<file path="config.mk">
export PLATFORM = sky130hd
export DESIGN_NAME = greedy_stack_tops_sorter
export DESIGN_NICKNAME = d
export VERILOG_FILES = /design/src/rtl/gsts_pkg.sv /design/src/rtl/gsts_fifo.sv /design/src/rtl/gsts_engine.sv /design/src/rtl/greedy_stack_tops_sorter.sv
export SDC_FILE = /design/constraint.sdc
export NUM_CORES = 1
export LEC_CHECK = 0
export ABC_AREA = 0
export BUFFER_PORTS_ARGS = -buffer_cell sky130_fd_sc_hd__clkbuf_2
export CAP_MARGIN = 30
export CORE_UTILIZATION = 45
export CTS_CLUSTER_SIZE = 10
export DETAILED_ROUTE_END_ITERATION = 7
export GPL_TIMING_DRIVEN = 0
export HOLD_SLACK_MARGIN = 0.1
export PLACE_DENSITY = 0.65
export SYNTH_ARGS = -nofsm -noshare
export SYNTH_HDL_FRONTEND = slang
export SYNTH_HIERARCHICAL = 1
export SYNTH_SLANG_ARGS = --single-unit
</file>
<file path="constraint.sdc">
create_clock -name clk -period 7.7 [get_ports clk]
set_input_delay 0.77 -clock clk [delete_from_list [all_inputs] [get_ports clk]]
set_output_delay 0.77 -clock clk [all_outputs]
set_load 0.01 [all_outputs]
</file>
<file path="src/rtl/gsts_pkg.sv">
// Shared types and constants for the pile-top sorter.
package gsts_pkg;

	localparam int WORD_W      = 32;
	localparam int QUEUE_DEPTH = 4;

	// Result kinds
	localparam logic KIND_COUNT = 1'b0;
	localparam logic KIND_TOP   = 1'b1;

	typedef struct packed {
		logic [WORD_W-1:0] value;
		logic              set_end;
	} in_item_t;

	typedef struct packed {
		logic              kind;
		logic [WORD_W-1:0] word;
		logic              overflow;
		logic              run_last;
	} out_item_t;

endpackage

</file>
<file path="src/rtl/gsts_fifo.sv">
// Small register queue used on the input and result sides.
module gsts_fifo #(
	parameter int WIDTH = 1,
	parameter int DEPTH = 4
) (
	input  logic             clk,
	input  logic             arst_n,
	input  logic             push,
	input  logic [WIDTH-1:0] din,
	output logic             full,
	input  logic             pop,
	output logic [WIDTH-1:0] dout,
	output logic             empty
);
	localparam int PW = (DEPTH > 1) ? $clog2(DEPTH) : 1;
	localparam int CW = $clog2(DEPTH + 1);

	logic [WIDTH-1:0] slot_q [DEPTH];
	logic [PW-1:0]    wr_ptr_q;
	logic [PW-1:0]    rd_ptr_q;
	logic [CW-1:0]    fill_q;
	logic             do_push;
	logic             do_pop;

	assign full    = (fill_q == CW'(DEPTH));
	assign empty   = (fill_q == '0);
	assign do_push = push && !full;
	assign do_pop  = pop && !empty;
	assign dout    = slot_q[rd_ptr_q];

	// Storage slots
	always_ff @(posedge clk) begin
		if (do_push) begin
			slot_q[wr_ptr_q] <= din;
		end
	end

	// Pointers and fill level
	always_ff @(posedge clk or negedge arst_n) begin
		if (!arst_n) begin
			wr_ptr_q <= '0;
			rd_ptr_q <= '0;
			fill_q   <= '0;
		end else begin
			if (do_push) begin
				wr_ptr_q <= (wr_ptr_q == PW'(DEPTH - 1)) ? '0 : wr_ptr_q + PW'(1);
			end
			if (do_pop) begin
				rd_ptr_q <= (rd_ptr_q == PW'(DEPTH - 1)) ? '0 : rd_ptr_q + PW'(1);
			end
			if (do_push && !do_pop) begin
				fill_q <= fill_q + CW'(1);
			end else if (do_pop && !do_push) begin
				fill_q <= fill_q - CW'(1);
			end
		end
	end

endmodule

</file>
<file path="src/rtl/gsts_engine.sv">
// Back end: binary search over the pile tops, placement and set readout.
module gsts_engine #(
	parameter int MAX_PILES = 32
) (
	input  logic                 clk,
	input  logic                 arst_n,
	input  logic                 in_empty,
	input  gsts_pkg::in_item_t   in_item,
	output logic                 in_pop,
	input  logic                 out_full,
	output logic                 out_push,
	output gsts_pkg::out_item_t  out_item
);
	import gsts_pkg::*;

	localparam int AW = (MAX_PILES > 1) ? $clog2(MAX_PILES) : 1;
	localparam int CW = $clog2(MAX_PILES + 1);

	typedef enum logic [2:0] {
		ST_IDLE,
		ST_PROBE,
		ST_PLACE,
		ST_EMIT_CNT,
		ST_EMIT_TOP
	} state_t;

	state_t            state_q;
	logic [WORD_W-1:0] v_q;
	logic              last_q;
	logic [CW-1:0]     lo_q;
	logic [CW-1:0]     hi_q;
	logic [AW-1:0]     mid_q;
	logic [CW-1:0]     count_q;
	logic              ovf_q;
	logic [AW-1:0]     idx_q;

	logic [WORD_W-1:0] tops_mem [MAX_PILES];
	logic [WORD_W-1:0] rd_q;

	logic              mem_re;
	logic [AW-1:0]     mem_ra;
	logic              mem_we;
	logic [AW-1:0]     mem_wa;

	logic [CW-1:0]     s_lo;
	logic [CW-1:0]     s_hi;
	logic [CW:0]       s_sum;
	logic [AW-1:0]     s_mid;
	logic              s_more;
	logic              probe_gt;
	logic              top_last;
	logic              has_room;
	logic              hit;

	// Search window for the current cycle: fresh at accept, narrowed in probe
	assign probe_gt = (rd_q > v_q);
	always_comb begin
		if (state_q == ST_PROBE) begin
			s_lo = probe_gt ? lo_q : CW'(mid_q) + CW'(1);
			s_hi = probe_gt ? CW'(mid_q) : hi_q;
		end else begin
			s_lo = '0;
			s_hi = count_q;
		end
	end
	assign s_sum  = {1'b0, s_lo} + {1'b0, s_hi};
	assign s_mid  = s_sum[AW:1];
	assign s_more = (s_lo < s_hi);

	assign hit      = (lo_q < count_q);
	assign has_room = (count_q < CW'(MAX_PILES));
	assign top_last = ((CW'(idx_q) + CW'(1)) == count_q);

	// Memory port control and result formatting
	always_comb begin
		in_pop   = 1'b0;
		mem_re   = 1'b0;
		mem_ra   = s_mid;
		mem_we   = 1'b0;
		mem_wa   = lo_q[AW-1:0];
		out_push = 1'b0;
		out_item = '{kind: KIND_COUNT, word: WORD_W'(count_q), overflow: ovf_q,
			run_last: (count_q == '0)};
		unique case (state_q)
			ST_IDLE: begin
				in_pop = !in_empty;
				mem_re = !in_empty && s_more;
			end
			ST_PROBE: begin
				mem_re = s_more;
			end
			ST_PLACE: begin
				if (hit) begin
					mem_we = 1'b1;
				end else if (has_room) begin
					mem_we = 1'b1;
					mem_wa = count_q[AW-1:0];
				end
			end
			ST_EMIT_CNT: begin
				out_push = !out_full;
				mem_re   = !out_full && (count_q != '0);
				mem_ra   = '0;
			end
			ST_EMIT_TOP: begin
				out_push = !out_full;
				mem_re   = !out_full && !top_last;
				mem_ra   = idx_q + AW'(1);
				out_item = '{kind: KIND_TOP, word: rd_q, overflow: ovf_q,
					run_last: top_last};
			end
			default: begin
				in_pop = 1'b0;
			end
		endcase
	end

	// Pile-top store, registered read
	always_ff @(posedge clk) begin
		if (mem_we) begin
			tops_mem[mem_wa] <= v_q;
		end
		if (mem_re) begin
			rd_q <= tops_mem[mem_ra];
		end
	end

	// Item payload and search window
	always_ff @(posedge clk) begin
		if (state_q == ST_IDLE && !in_empty) begin
			v_q    <= in_item.value;
			last_q <= in_item.set_end;
		end
		if ((state_q == ST_IDLE && !in_empty) || state_q == ST_PROBE) begin
			lo_q  <= s_lo;
			hi_q  <= s_hi;
			mid_q <= s_mid;
		end
		if (state_q == ST_EMIT_CNT) begin
			idx_q <= '0;
		end else if (state_q == ST_EMIT_TOP && !out_full) begin
			idx_q <= idx_q + AW'(1);
		end
	end

	// Sequencer with pile count and overflow flag
	always_ff @(posedge clk or negedge arst_n) begin
		if (!arst_n) begin
			state_q <= ST_IDLE;
			count_q <= '0;
			ovf_q   <= 1'b0;
		end else begin
			unique case (state_q)
				ST_IDLE: begin
					if (!in_empty) begin
						state_q <= s_more ? ST_PROBE : ST_PLACE;
					end
				end
				ST_PROBE: begin
					if (!s_more) begin
						state_q <= ST_PLACE;
					end
				end
				ST_PLACE: begin
					if (!hit) begin
						if (has_room) begin
							count_q <= count_q + CW'(1);
						end else begin
							ovf_q <= 1'b1;
						end
					end
					state_q <= last_q ? ST_EMIT_CNT : ST_IDLE;
				end
				ST_EMIT_CNT: begin
					if (!out_full) begin
						if (count_q == '0) begin
							ovf_q   <= 1'b0;
							state_q <= ST_IDLE;
						end else begin
							state_q <= ST_EMIT_TOP;
						end
					end
				end
				ST_EMIT_TOP: begin
					if (!out_full && top_last) begin
						count_q <= '0;
						ovf_q   <= 1'b0;
						state_q <= ST_IDLE;
					end
				end
				default: begin
					state_q <= ST_IDLE;
				end
			endcase
		end
	end

endmodule

</file>
<file path="src/rtl/greedy_stack_tops_sorter.sv">
// Top level of the patience-sort pile-top tracker: input queue, search engine, result queue.
// Per item: an accept step, probe steps (one memory read each), then a place step.
// A set_end adds the count, then each top, one per cycle unless the result queue is full.
// Input-to-engine and engine-to-output each pass through a 4-entry queue.
// Reset (arst_n low) empties both queues and clears pile count and overflow at once.
module greedy_stack_tops_sorter #(
	parameter int MAX_PILES = 32
) (
	input  logic                clk,
	input  logic                arst_n,
	input  logic                push,
	input  gsts_pkg::in_item_t  item,
	output logic                full,
	input  logic                pop,
	output gsts_pkg::out_item_t result,
	output logic                empty
);
	import gsts_pkg::*;

	in_item_t  q_item;
	logic      q_empty;
	logic      q_pop;
	out_item_t e_item;
	logic      e_push;
	logic      e_full;

	// Front: input queue
	gsts_fifo #(
		.WIDTH($bits(in_item_t)),
		.DEPTH(QUEUE_DEPTH)
	) u_front (
		.clk   (clk),
		.arst_n(arst_n),
		.push  (push),
		.din   (item),
		.full  (full),
		.pop   (q_pop),
		.dout  (q_item),
		.empty (q_empty)
	);

	// Back: search, place and readout
	gsts_engine #(
		.MAX_PILES(MAX_PILES)
	) u_engine (
		.clk     (clk),
		.arst_n  (arst_n),
		.in_empty(q_empty),
		.in_item (q_item),
		.in_pop  (q_pop),
		.out_full(e_full),
		.out_push(e_push),
		.out_item(e_item)
	);

	// Result queue
	gsts_fifo #(
		.WIDTH($bits(out_item_t)),
		.DEPTH(QUEUE_DEPTH)
	) u_results (
		.clk   (clk),
		.arst_n(arst_n),
		.push  (e_push),
		.din   (e_item),
		.full  (e_full),
		.pop   (pop),
		.dout  (result),
		.empty (empty)
	);

endmodule

</file>
==> results of run 1 <==
[through the flow]
| stage | std cells | hold WS, ns |
|---|---|---|
| after CTS | 5166 | 0.145 |
| after global routing | 5179 | 0.176 |
| after detailed placement | 4955 | 0.517 |
| after floorplan | 3127 | 0.474 |
| final | 5181 | 0.199 |
| after global placement | 4862 | 0.495 |
[state kept, by name, summed over array words and instances (netlist names), 5 cells and up]
register and cells:
u_results/slot_q 140, u_engine/tops_mem 1024, u_engine/idx_q 5, u_engine/v_q 32, u_engine/mid_q 5, u_engine/lo_q 6
u_front/slot_q 132, u_engine/rd_q 32, u_engine/count_q 6, u_engine/hi_q 6
[routing by layer]
layer  track usage  part of all wire  up-vias
met5             0          0.000098        -
li1              -                 -    13000
met3        0.0362             0.060      183
met4        0.0588             0.019        2
met1         0.275              0.43    14900
met2         0.337              0.49      867
[placed cells by master, fill, tap and decap left out, types with 43 or more instances in the layout]
| cell | n |
|---|---|
| sky130_fd_sc_hd__nand2_1 | 43 |
| sky130_fd_sc_hd__buf_4 | 63 |
| sky130_fd_sc_hd__edfxtp_1 | 1378 |
| sky130_fd_sc_hd__clkbuf_16 | 162 |
| sky130_fd_sc_hd__mux4_2 | 64 |
| sky130_fd_sc_hd__clkbuf_2 | 107 |
| sky130_fd_sc_hd__clkbuf_1 | 68 |
| sky130_fd_sc_hd__inv_1 | 60 |
| sky130_fd_sc_hd__mux2i_1 | 970 |
| sky130_fd_sc_hd__ha_1 | 62 |
[critical path, stage by stage, from the launching register on]
cell and delay [ns]:
sky130_fd_sc_hd__edfxtp_1 0.55, sky130_fd_sc_hd__buf_16 0.22, sky130_fd_sc_hd__inv_1 0.06, sky130_fd_sc_hd__ha_1 0.31, sky130_fd_sc_hd__nand4_1 0.39, sky130_fd_sc_hd__a21oi_1 0.12
sky130_fd_sc_hd__or4b_1 0.73, sky130_fd_sc_hd__a22oi_2 0.37, sky130_fd_sc_hd__clkbuf_2 0.32, sky130_fd_sc_hd__mux2i_1 0.10, sky130_fd_sc_hd__a21oi_1 0.26, sky130_fd_sc_hd__inv_1 0.12
sky130_fd_sc_hd__fa_1 0.58, sky130_fd_sc_hd__o21ai_0 0.11, sky130_fd_sc_hd__o311ai_0 0.18, sky130_fd_sc_hd__buf_2 0.38, sky130_fd_sc_hd__clkbuf_2 0.37, sky130_fd_sc_hd__buf_8 0.20
sky130_fd_sc_hd__clkbuf_2 0.37, sky130_fd_sc_hd__mux2i_1 0.25, sky130_fd_sc_hd__mux2i_1 0.12, sky130_fd_sc_hd__mux2i_1 0.30, sky130_fd_sc_hd__mux2i_1 0.31, sky130_fd_sc_hd__mux2_2 0.35
[cell families after synthesis]
group,after synthesis,synth area share
and+or+nand+nor,235,0.0209
DFF,1407,0.727
muxes,1080,0.204
AOI/OAI and AO/OA,108,0.0119
buffers and inverters,210,0.0186
xor gates and xnor gates,22,0.00333
adders and majority gates,65,0.0144
[path summary, 6_finish.rpt]
kind                                         from               endpoint  slack, ns  cells after the start
worst max-delay path             u_engine/v_q[13]      u_engine/rd_q[22]       0.32                     23
worst min-delay path                     item[29]  u_front/slot_q[2][29]       0.20                      1
worst max register to register   u_engine/v_q[13]      u_engine/rd_q[22]       0.32                     23
worst min register to register  u_engine/idx_q[1]      u_engine/idx_q[1]       0.52                      2
max in group asynchronous                  arst_n    u_front/rd_ptr_q[1]       6.73                      3
min in group asynchronous                  arst_n  u_results/rd_ptr_q[1]       0.49                      2
[cell type report]
cell class	instances	area (um^2)
Buffer	149	897
Tap cell	1662	2080
Inverter	60	225
Sequential cell	1407	42100
Antenna cell	2	5.00
Clock inverter	16	283
Timing Repair Buffer	186	2520
Multi-Input combinational cell	1510	15100
Clock buffer	189	4190
Fill cell	9994	60200
[Yosys cell counts, types with 3 or more instances]
cell	instances	area share
sky130_fd_sc_hd__a211oi_1	9	0.0012
sky130_fd_sc_hd__a21boi_0	3	0.00039
sky130_fd_sc_hd__a21o_1	7	0.00091
sky130_fd_sc_hd__a21oi_1	29	0.0025
sky130_fd_sc_hd__a31oi_1	4	0.00043
sky130_fd_sc_hd__and2_1	8	0.00086
sky130_fd_sc_hd__and3_1	31	0.0034
sky130_fd_sc_hd__buf_12	3	0.0010
sky130_fd_sc_hd__buf_2	12	0.0010
sky130_fd_sc_hd__buf_4	43	0.0056
sky130_fd_sc_hd__buf_6	5	0.00097
sky130_fd_sc_hd__clkbuf_1	80	0.0052
sky130_fd_sc_hd__clkbuf_4	7	0.00091
sky130_fd_sc_hd__dfrtp_1	24	0.010
sky130_fd_sc_hd__dfxtp_1	5	0.0017
sky130_fd_sc_hd__edfxtp_1	1378	0.71
sky130_fd_sc_hd__fa_1	3	0.0010
sky130_fd_sc_hd__ha_1	62	0.013
sky130_fd_sc_hd__inv_1	60	0.0039
sky130_fd_sc_hd__mux2_1	3	0.00058
sky130_fd_sc_hd__mux2_2	25	0.0049
sky130_fd_sc_hd__mux2_4	13	0.0034
sky130_fd_sc_hd__mux2i_1	970	0.17
sky130_fd_sc_hd__mux4_1	4	0.0018
sky130_fd_sc_hd__mux4_2	64	0.025
sky130_fd_sc_hd__nand2_1	43	0.0028
sky130_fd_sc_hd__nand2b_1	9	0.00097
sky130_fd_sc_hd__nand3_1	14	0.0012
sky130_fd_sc_hd__nand4_1	10	0.0011
sky130_fd_sc_hd__nor2_1	74	0.0048
sky130_fd_sc_hd__nor2b_1	4	0.00043
sky130_fd_sc_hd__nor3_1	15	0.0013
sky130_fd_sc_hd__nor3b_1	3	0.00039
sky130_fd_sc_hd__nor4_1	5	0.00054
sky130_fd_sc_hd__o211ai_1	3	0.00039
sky130_fd_sc_hd__o21ai_0	27	0.0023
sky130_fd_sc_hd__o21ai_1	3	0.00026
sky130_fd_sc_hd__or2_2	4	0.00043
sky130_fd_sc_hd__xnor2_1	13	0.0020
sky130_fd_sc_hd__xor2_1	9	0.0014
[what timing repair did]
item,in CTS,in global routing
gates resized for setup,39,4
setup endpoints to repair,32,32
endpoints found under the hold margin,3,0
buffers inserted,5,10
hold buffers,1,0
==> impl_summary.txt, run 1 <==
----------------------------------------------------
[Layout]
  Core Util, Final ... 0.528
  Post-synthesis to final-layout area growth ... 16.3%
  Net total in the final layout ... between 3k and 4k
  Share of post-route cells with drive strength above 1 ... 0.181
  Design area ... roughly 67,000 um^2

[Worst setup path]
  Crit Path Class ... register to register
  Required time of the worst setup path ... 8.23 ns
  Data arrival time of the critical path ... 7.91 ns
  Highest fanout seen on the critical path ... 27
  CP endpoint kind ... register
  CP Launch Type ... register

[Drt]
  Antenna violation net count after detailed routing ... 0
  Post-detailed-route DRC marker count ... 0
  DR vias ... 29.0k
  Overall routed net length ... 133,000 um
  TritonRoute pass-1 iters ... 6
  Wire length per cell after detailed routing ... around 26 um
  Violation count after the first detailed-route iteration ... 2,831
  Via count normalized by instance count ... 5.59

[Logic synthesis]
  Post-synthesis async set-or-reset flop share ... 0.0171
  Number of enable flip-flop cells after synthesis ... 1,378
  Share of synthesized area occupied by flip-flops and latches ... 0.727
  Post-synthesis cell count ... 3,127
  Synthesized netlist net count ... 3,229
  Post-synth top flop ... sky130_fd_sc_hd__edfxtp_1
  Netlist area before placement ... just under 60,000 um^2
  Average size of a mapped cell ... between 15 and 20 um^2
  Post-synthesis cell type count ... between 60 and 70
  Yosys warning total ... 6
  Flip-flop and latch count after synthesis ... 1,407

[STA]
  Peak Freq ... 0.136 GHz
  Post-route worst setup slack ... 0.320 ns
  Final cycle utilization of the critical path ... 0.958
  TNS Setup ... 0 ns
  Slew HR ... 0.342
  Final Hold Vio Count ... 0
  Worst Skew ... 0.0315 ns
  Final Slew Violations ... 0
  RSZ-0062 raised after global routing ... no
  Final-report setup violation count ... 0
  Shortest clock period the worst path allows after layout ... approximately 7.4 ns
  Worst slew pin tran ... 0.987 ns

[Floorplan]
  Number of placement rows ... 131
  Number of primary I/O pins ... 74
  Die Area ... 130,000 um^2
  Total core area ... 128,000 um^2
  Initial standard-cell utilization of the core ... 0.454
  Die span in x ... 361 um
  Die Ht ... ~360 um

[CTS]
  Clock buffers created by TritonCTS ... 160
  Clock Path Buffers ... 3
  TritonCTS Sinks ... 1,407
  Clock transition time at the flip-flop clock pins of the worst setup and hold paths ... 0.06 ns
  Clock latency on the worst-skew pair ... 0.78 ns
  CTS tree ... built
  Root Driver ... sky130_fd_sc_hd__clkbuf_16
  Number of H-tree levels ... 4

[Place]
  Area of placed instances ... about 63,000 um^2
  Port Buf Inserts ... 73
  HPWL after detailed placement ... 89,000 um
  Pre-CTS worst setup slack ... -0.944 ns
  Placer Congestion ... between 0.8 and 0.9

[Run status]
  Outcome ... completed

[Global route]
  Maximum number of pins on one net before global-route repair ... 34
  Antenna violations before repair ... 3
  GRT Overall Usage ... 0.203
  Wire length of the first global-routing pass ... 193,000 um
  Global route total overflow ... 0
  Number of global-route vias before repair ... roughly 29k

[Worst hold path]
  Min-Delay Path Class ... input pin to register

[Flow run]
  Max_cap viols ... 0

----------------------------------------------------
Power of run 1 is not shown: default switching activity piles up to over one toggle a cycle in this logic, so the estimate is an artifact.
==> run 2: changes to the inputs <==
ABC_AREA = 1   (was 0)
==> run 2 against run 1 <==
Sequential share of layout area decreased by 2.6 points. Clock-buffer cell count grew 2. Register-to-register slack better by 0.19 ns. Global-route usage grew 3.8 points. Largest cell class unchanged.
==> impl_summary.txt, run 2 <==
----------------------------------------------------
[STA]
  Worst Skew ... 0.0319 ns (+0.000362 ns)
  Final Slew Violations ... 0 (unchanged)
  Slew HR ... 0.291 (-0.0507)
  Worst slew pin tran ... 1.06 ns (+0.0760 ns)
  Peak Freq ... 0.139 GHz (+2.6%)
  RSZ-0062 raised after global routing ... no
  Shortest clock period the worst path allows after layout ... 7.19 ns (-0.186 ns)
  Worst hold slack after final layout ... 0.207 ns (+0.00801 ns)
  Final cycle utilization of the critical path ... 0.934 (-0.0241)
  Final-report setup violation count ... 0 (unchanged)
  Final Hold Vio Count ... 0 (unchanged)
  Post-route worst setup slack ... 0.506 ns (+0.186 ns)

[Worst setup path]
  Data arrival time of the critical path ... 7.69 ns (-0.22 ns)
  Required time of the worst setup path ... 8.19 ns (-0.04 ns)
  End of the worst register-to-register path ... u_engine/rd_q[15]
  CP Launch Type ... register
  Slack of the worst reg-to-reg path ... 0.51 ns (+0.19 ns)
  Largest stage delay on the critical path ... 0.92 ns (+0.19 ns)
  Crit Path Class ... register to register
  Launching instance or port of the critical path ... u_engine/v_q[21]
  Critical path's slowest cell ... sky130_fd_sc_hd__edfxtp_1
  Cell type with the highest occurrence count on the critical path ... sky130_fd_sc_hd__nand2_1
  CP endpoint kind ... register
  Highest fanout seen on the critical path ... 21 (-22%)
  Worst setup path endpoint ... u_engine/rd_q[15]
  Reg-to-Reg Start ... u_engine/v_q[21]
  Cells on worst reg2reg path ... 28 (+22%)

[CTS]
  Clock latency on the worst-skew pair ... 0.79 ns (about the same)
  Clock transition time at the flip-flop clock pins of the worst setup and hold paths ... 0.06 ns (about the same)
  TritonCTS Sinks ... 1,407 (unchanged)
  Root Driver ... sky130_fd_sc_hd__clkbuf_16
  Setup Buffers After CTS ... 0 (-5)
  Clock buffers created by TritonCTS ... 160 (unchanged)
  Number of H-tree levels ... 4 (unchanged)
  Clock Path Buffers ... 3 (unchanged)
  CTS tree ... built

[Logic synthesis]
  Arithmetic-cell share of the synthesized area counting full adders, half adders and majority gates ... 0.0138 (-0.000614)
  Largest cells by area after synthesis ... sky130_fd_sc_hd__edfxtp_1, sky130_fd_sc_hd__mux2_2, sky130_fd_sc_hd__nand2_1
  Post-synthesis cell count ... 4,535 (+45%)
  Share of synthesized area occupied by flip-flops and latches ... 0.696 (-0.0309)
  Top cells by instance count after synthesis ... sky130_fd_sc_hd__edfxtp_1, sky130_fd_sc_hd__nand2_1, sky130_fd_sc_hd__mux2_2
  Top cell type by total area after synthesis ... sky130_fd_sc_hd__edfxtp_1
  Netlist area before placement ... 60,400 um^2 (+4.4%)
  Area share of the largest cell type after synthesis ... 0.685 (-0.0304)
  Multiplexer area fraction after synthesis ... 0.0927 (-0.111)
  Area fraction in compound gates after synthesis ... 0.0376 (+0.0257)
  Flip-flop and latch count after synthesis ... 1,407 (unchanged)
  Post-synth top flop ... sky130_fd_sc_hd__edfxtp_1
  Post-Synth XOR/XNOR Area ... 0.00188 (-0.00145)
  Yosys warning total ... 6 (unchanged)
  Post-synthesis cell type count ... 50 (-28%)
  Average size of a mapped cell ... 13.3 um^2 (-28%)
  Fraction of the mapped netlist area in simple logic gates ... 0.110 (+0.0890)
  Most numerous cell in the Yosys netlist ... sky130_fd_sc_hd__edfxtp_1
  Number of enable flip-flop cells after synthesis ... 1,378 (unchanged)
  Synthesized netlist net count ... 4,637 (+44%)
  Largest family of logic cells by synthesized area ... simple AND/OR/NAND/NOR gates
  Post-synthesis async set-or-reset flop share ... 0.0171 (unchanged)

[Place]
  HPWL after detailed placement ... 117,000 um (+31%)
  Port Buf Inserts ... 73 (unchanged)
  Pre-CTS worst setup slack ... 0.788 ns (+1.73 ns)
  Placer Congestion ... 0.969 (+16%)
  Area of placed instances ... 65,800 um^2 (+5.1%)

[Drt]
  DR vias ... 37.3k (+29%)
  Post-detailed-route DRC marker count ... 0 (unchanged)
  TritonRoute pass-1 iters ... 6 (unchanged)
  Antenna violation net count after detailed routing ... 0 (unchanged)
  Wire length per cell after detailed routing ... 24.6 um (-3.8%)
  Violation count after the first detailed-route iteration ... 4,119 (+45%)
  Via count normalized by instance count ... 5.59 (about the same)
  Overall routed net length ... 165,000 um (+24%)

[Global route]
  Number of global-route vias before repair ... 36.8k (+26%)
  Met1 Use GR ... 0.326 (+0.0513)
  Wire length of the first global-routing pass ... 239,000 um (+24%)
  Routing usage on met2 ... 0.389 (+0.0523)
  Antenna violations before repair ... 10 (+7)
  Global route total overflow ... 0 (unchanged)
  Maximum number of pins on one net before global-route repair ... 31 (-8.8%)
  Peak-usage layer in the global routing report ... met2
  Global Route met3 Usage ... 0.0400 (+0.00383)
  GRT Overall Usage ... 0.242 (+0.0383)

[Layout]
  Leading cell types in the layout, fill and taps excluded ... sky130_fd_sc_hd__edfxtp_1, sky130_fd_sc_hd__nand2_1, sky130_fd_sc_hd__mux2_2
  Register containing the most flip-flops in the final layout ... u_engine/tops_mem
  Most common library cell in the layout ignoring fill and taps ... sky130_fd_sc_hd__edfxtp_1
  Number of fillers in the final layout ... 11.0k (+10%)
  Design area ... 70,200 um^2 (+4.3%)
  Net total in the final layout ... 4,973 (+39%)
  Share of post-route cells with drive strength above 1 ... 0.217 (+0.0366)
  Largest registers ranked by flip-flop count ... u_engine/tops_mem x1024, u_results/slot_q x140, u_front/slot_q x132
  Post-synthesis to final-layout area growth ... 16.2%
  Max FFs per register ... 1,024 (unchanged)

[Floorplan]
  Die Area ... 136,000 um^2 (+4.4%)
  Die Ht ... 369 um (+2.2%)
  Initial standard-cell utilization of the core ... 0.453 (about the same)
  Die span in x ... 369 um (+2.2%)
  Number of primary I/O pins ... 74 (unchanged)
  Total core area ... 133,000 um^2 (+4.5%)
  Number of placement rows ... 134 (+2.3%)

[Flow run]
  Max_cap viols ... 0 (unchanged)

[Worst hold path]
  Min-Delay Path Class ... input pin to register

[Run status]
  Outcome ... completed

----------------------------------------------------
-- run 2: area by class of cell --
cell class                      instances  area [um^2]  share of cell area
Sequential cell                      1407        42100               0.599
Multi-Input combinational cell       2500        15800               0.225
Clock buffer                          191         4240              0.0603
Timing Repair Buffer                  174         2810              0.0400
Tap cell                             1768         2210              0.0315
Inverter                              393         1480              0.0210
Buffer                                235         1420              0.0202
Clock inverter                         14          188             0.00267
Antenna cell                            3         7.51            0.000107
-- run 2: per-layer routing --
metal	wire length, um	up-vias
met2	78400	1613
met5	29	-
met4	6400	4
met1	66900	18600
met3	13000	309
li1	-	16800
-- run 2: cell families after synthesis --
group           count (synthesis)
simple gates                 1565
flops                        1407
buf+inv                       628
mux                           512
compound gates                345
fa+ha+maj                      65
xor+xnor                       13
-- run 2: how the worst min path moves through the flow --
stage,cells past startpoint,startpoint,slack [ns],end
after floorplan,2,u_engine/idx_q[1],0.45,u_engine/idx_q[1]
after global placement,2,u_engine/idx_q[1],0.47,u_engine/idx_q[1]
after detailed placement,1,u_engine/ovf_q,0.48,u_engine/ovf_q
after CTS,1,item[31],0.15,u_front/slot_q[2][31]
after global routing,1,item[31],0.19,u_front/slot_q[2][31]
final,1,item[31],0.21,u_front/slot_q[2][31]
-- run 2: stage by stage --
stage | setup TNS (ns) | utilization | std cells
finish | 0 | 0.527 | 6685
global route | 0 | 0.527 | 6682
floorplan | 0 | - | 4535
CTS | 0 | 0.527 | 6681
detailed placement | 0 | 0.493 | 6475
global placement | -35.73 | 0.473 | 6376
-- run 2: what timing repair did --
item                                   4_1_cts  5_1_grt
hold buffers                                 1        0
endpoints found under the hold margin       24        0
gates resized for setup                      0        0
-- run 2: worst max-delay path: cells and delay by family, from the launching register on --
| kind | cells | cell delay (ns) |
|---|---|---|
| adders and majority gates | 2 | 0.87 |
| muxes | 1 | 0.26 |
| AOI/OAI and AO/OA | 4 | 0.66 |
| DFF | 1 | 0.92 |
| and+or+nand+nor | 13 | 1.93 |
| buffers and inverters | 8 | 2.20 |
Power of run 2 is left out for the same reason.
